<file path="config.mk">
export PLATFORM = sky130hd
export DESIGN_NAME = bsf_scale_lane
export DESIGN_NICKNAME = d
export VERILOG_FILES = /design/src/sv/bsf_pkg.sv /design/src/sv/bsf_scale_lane.sv
export SDC_FILE = /design/constraint.sdc
export NUM_CORES = 2
export LEC_CHECK = 0
export BUFFER_PORTS_ARGS = -buffer_cell sky130_fd_sc_hd__buf_2
export CAP_MARGIN = 20
export CORE_UTILIZATION = 68
export CTS_CLUSTER_DIAMETER = 120
export DETAILED_ROUTE_END_ITERATION = 7
export PLACE_DENSITY = 0.86
export SETUP_SLACK_MARGIN = 0.02
export SLEW_MARGIN = 30
export SYNTH_ARGS = -nofsm -noshare
export SYNTH_HDL_FRONTEND = slang
export SYNTH_SLANG_ARGS = --single-unit
</file>
<file path="constraint.sdc">
create_clock -name clk_i -period 12.7 [get_ports clk_i]
set_clock_uncertainty 0.1 [all_clocks]
set_input_delay 0 -clock clk_i [delete_from_list [all_inputs] [get_ports clk_i]]
set_output_delay 0 -clock clk_i [all_outputs]
set_load 0.01 [all_outputs]
</file>
<file path="src/sv/bsf_pkg.sv">
// bsf_pkg: word types, codes and lane interface types of the barostat scale factor unit
// depends on nothing; used by every module of the block
package bsf_pkg;

  typedef struct packed {
    logic              operation;
    logic signed [31:0] vec_x;
    logic signed [31:0] vec_y;
    logic signed [31:0] vec_z;
  } in_word_t;

  typedef struct packed {
    logic signed [31:0] out_x;
    logic signed [31:0] out_y;
    logic signed [31:0] out_z;
    logic [1:0]         status;
  } out_word_t;

  localparam logic [1:0] ST_OK          = 2'd0;
  localparam logic [1:0] ST_UNSUPPORTED = 2'd1;
  localparam logic [1:0] ST_CLAMPED     = 2'd2;
  localparam logic [1:0] ST_SATURATED   = 2'd3;

  localparam logic [2:0] MODE_OFF  = 3'd0;
  localparam logic [2:0] MODE_ISO  = 3'd1;
  localparam logic [2:0] MODE_ANI  = 3'd2;
  localparam logic [2:0] MODE_SEMI = 3'd3;
  localparam logic [2:0] MODE_FULL = 3'd4;

  localparam logic [3:0] CFG_MODE    = 4'd0;
  localparam logic [3:0] CFG_GAIN    = 4'd1;
  localparam logic [3:0] CFG_TGT_X   = 4'd2;
  localparam logic [3:0] CFG_TGT_Y   = 4'd3;
  localparam logic [3:0] CFG_TGT_Z   = 4'd4;
  localparam logic [3:0] CFG_GROUP_X = 4'd5;
  localparam logic [3:0] CFG_GROUP_Y = 4'd6;
  localparam logic [3:0] CFG_GROUP_Z = 4'd7;

  localparam logic [31:0] FACTOR_MAX = 32'h7FFF_FFFF;

  typedef struct packed {
    logic               start;
    logic               fixed;
    logic signed [35:0] dsum;
    logic [1:0]         k;
  } lane_cmd_t;

  typedef struct packed {
    logic        busy;
    logic [1:0]  st;
    logic [31:0] factor;
  } lane_sts_t;

  typedef enum logic [2:0] {
    L_IDLE, L_MUL0, L_MUL1, L_PREP, L_TRY, L_CMP
  } lane_state_e;

  function automatic logic [1:0] stat_max(input logic [1:0] a, input logic [1:0] b);
    stat_max = (a > b) ? a : b;
  endfunction

endpackage

</file>
<file path="src/sv/bsf_scale_lane.sv">
// bsf_scale_lane: one axis of the scale path, registered product then floor shift and clamp
// depends on bsf_pkg
module bsf_scale_lane import bsf_pkg::*; #(
  parameter int COORD_WIDTH      = 32,
  parameter int FACTOR_FRAC_BITS = 30
) (
  input  logic               clk_i,
  input  logic               load_i,
  input  logic signed [31:0] vec_i,
  input  logic [31:0]        factor_i,
  output logic [31:0]        coord_o,
  output logic               sat_o
);

  localparam logic signed [63:0] QHI = (64'sd1 <<< (COORD_WIDTH - 1)) - 64'sd1;
  localparam logic signed [63:0] QLO = -QHI - 64'sd1;

  logic signed [63:0] p_q, q;

  always_ff @(posedge clk_i) begin
    if (load_i) p_q <= 64'(vec_i * $signed({1'b0, factor_i}));
  end

  always_comb begin
    q     = p_q >>> FACTOR_FRAC_BITS;
    sat_o = (q > QHI) || (q < QLO);
    if (q > QHI)      coord_o = QHI[31:0];
    else if (q < QLO) coord_o = QLO[31:0];
    else              coord_o = q[31:0];
  end

endmodule

</file>
==> metrics <==
critical path data required time=12.62 ns; initial core utilization=68.7%; Sink Count=34; postcts setup bufs=0; PostCTS Resize Cnt=0; CP Class=in2reg; post-synthesis compound-gate area fraction=3.41%; Detailed Route Iter0 Violations=1704; Largest Register=p_q; fin crit period=7.93 ns; gr usage total=37.1%; status=completed; maximum buffer depth of the clock tree=2; layout cell share with drive strength beyond 1=3.46%; largest net degree at the start of global routing=35; synthesized area=34400 um^2; TritonCTS Buffers=5; Fin Setup TNS=0 ns; max reg flops=34; CP peak stage delay=0.64 ns; Post-layout nets=4865; Post-Synth Simple-Gate Area=18.4%; XOR/XNOR Fraction of Synth Area=0.917%; Final setup viols=0; Slew headroom=40.0%; RSZ-0062 raised after global routing=false; most frequent CP cell=fa_1; Seq/Total Area, Yosys=2.97%; post-layout util=70.2%; Mapped Cells=3710; max-cap violations=0; HPWL after DPL=67800 um; GRT overflow=0; fin crit share=62.5%; vias in the first global route=27963; fill cell count=3697; CTS tree=done; largest family of logic cells by synthesized area=adder cells; Hold Crit Class=in2reg; DR WL/cell=20.6 um; Avg Inst Size Synth=9.27 um^2; Adder-Cell Fraction of Synth Area=62.6%; slowest cell on the critical path=buf_2; htree depth=2; Regs by FF count=p_q (34); syn_nets=4959; Port Buffer Count=98; Post-synth EDFFs=34; pins over their slew limit=0; Synth-to-Final Area Change=2.24%; Yosys reg bits=34; crit path DAT=7.86 ns; hold_buf cts=0; height of the die=227 um; Die Width=227 um; Worst Tran Pin Value=0.900 ns; DR vias/cell=5.86; initial antenna violation count=4; # rows=82; clock transition at the registers of the reported paths=0.05 ns; crit-path max FO=32; DRC viols=0; crit path cell chain=buf_2, nand2_1, fa_1, inv_1, fa_1, fa_1, fa_1, fa_1, fa_1, fa_1, fa_1, ha_1, a21oi_1, nand2_1, a2111oi_2, nand4b_1, o2111ai_1, a21oi_1, nor3_2, o21bai_1, xor2_1; top-level port count=99; Core ar.=50100 um^2; first-pass GRT wire length=145000 um; RD Place Congestion=0.978; ys flop type=edfxtp_1; 1st-pass router iterations=5; Place WS=4.63 ns; Async SR Flop Fraction=0%; DR vias=25154; Ys Warns=0; fin cells=4291; FMAX=126 MHz; post-synth cell types=59; leading cell type in the layout, fill and taps excluded=fa_1; leading cell types in the layout, fill and taps excluded=fa_1, inv_1, and2_1; Root Buffer=clkbuf_16; Crit. End Element=flop; post-synthesis mux area share=0.0291%; post-route ant nets=0; Final Hold Fails=0; DP Cell Count=4281; startpoint types=input pin; final worst slack=4.77 ns; die area=51500 um^2; DRT Wirelength=88400 um
[worst max-delay path: cells and delay by family]
kind / cells / cell delay, ns
xor gates and xnor gates: 1 / 0.15
and+or+nand+nor: 4 / 0.90
buffers and inverters: 2 / 0.69
adders and majority gates: 9 / 4.41
AOI/OAI and AO/OA: 5 / 1.64
[path summary, 6_finish.rpt]
kind	startpoint	endpoint	slack [ns]	cells past startpoint
setup / recovery	factor_i[6]	p_q[58]	4.77	21
hold / removal	load_i	p_q[59]	0.23	1
[layout make-up]
type	instances	area (um^2)	area share [%]
multi-input cells	2605	29400	83.5
inverters	863	3240	9.21
flip-flops and latches	34	1020	2.90
well taps	672	841	2.39
repair buffers	107	558	1.59
clock buffers	6	129	0.367
clock inverters	2	8.76	0.0249
diodes	2	5.00	0.0142
[cell usage after synthesis, drive strengths merged (9+ instances only)]
library cell,instances,area [um^2]
nand2b,18,113
ha,287,3590
xor2,14,123
a21oi,54,274
o21ai,25,125
xnor2,22,193
and2,632,3950
inv,863,3240
clkbuf,207,777
and3,9,56.3
nand4,10,62.6
edfxtp,34,1020
nand2,398,1490
nor2,109,409
nand3,11,55.1
fa,896,17900
a21o,31,233
nor3,9,50.1
[cell families after synthesis]
logic type	after synthesis
buf+inv	1071
simple gates	1213
compound gates	172
fa+ha+maj	1183
xor+xnor	36
mux	1
flops	34
[metrics by stage]
step / hold WS, ns / cell area [um^2]
after CTS: 0.244 / 35200
after detailed placement: 0.428 / 35000
final: 0.233 / 35200
after floorplan: 0.0125 / 34400
after global routing: 0.274 / 35200
after global placement: 0.422 / 35000
[metal layers]
| layer | track usage [%] | part of all wire [%] | up-vias |
|---|---|---|---|
| met1 | 45.0 | 34 | 12854 |
| met5 | 0 | 0.026 | - |
| met3 | 5.73 | 8.6 | 408 |
| met4 | 23.9 | 7.8 | 4 |
| met2 | 62.1 | 49 | 1359 |
| li1 | - | - | 10529 |
Power is not shown: default switching activity piles up to over one toggle a cycle in this logic, so the estimate is an artifact.
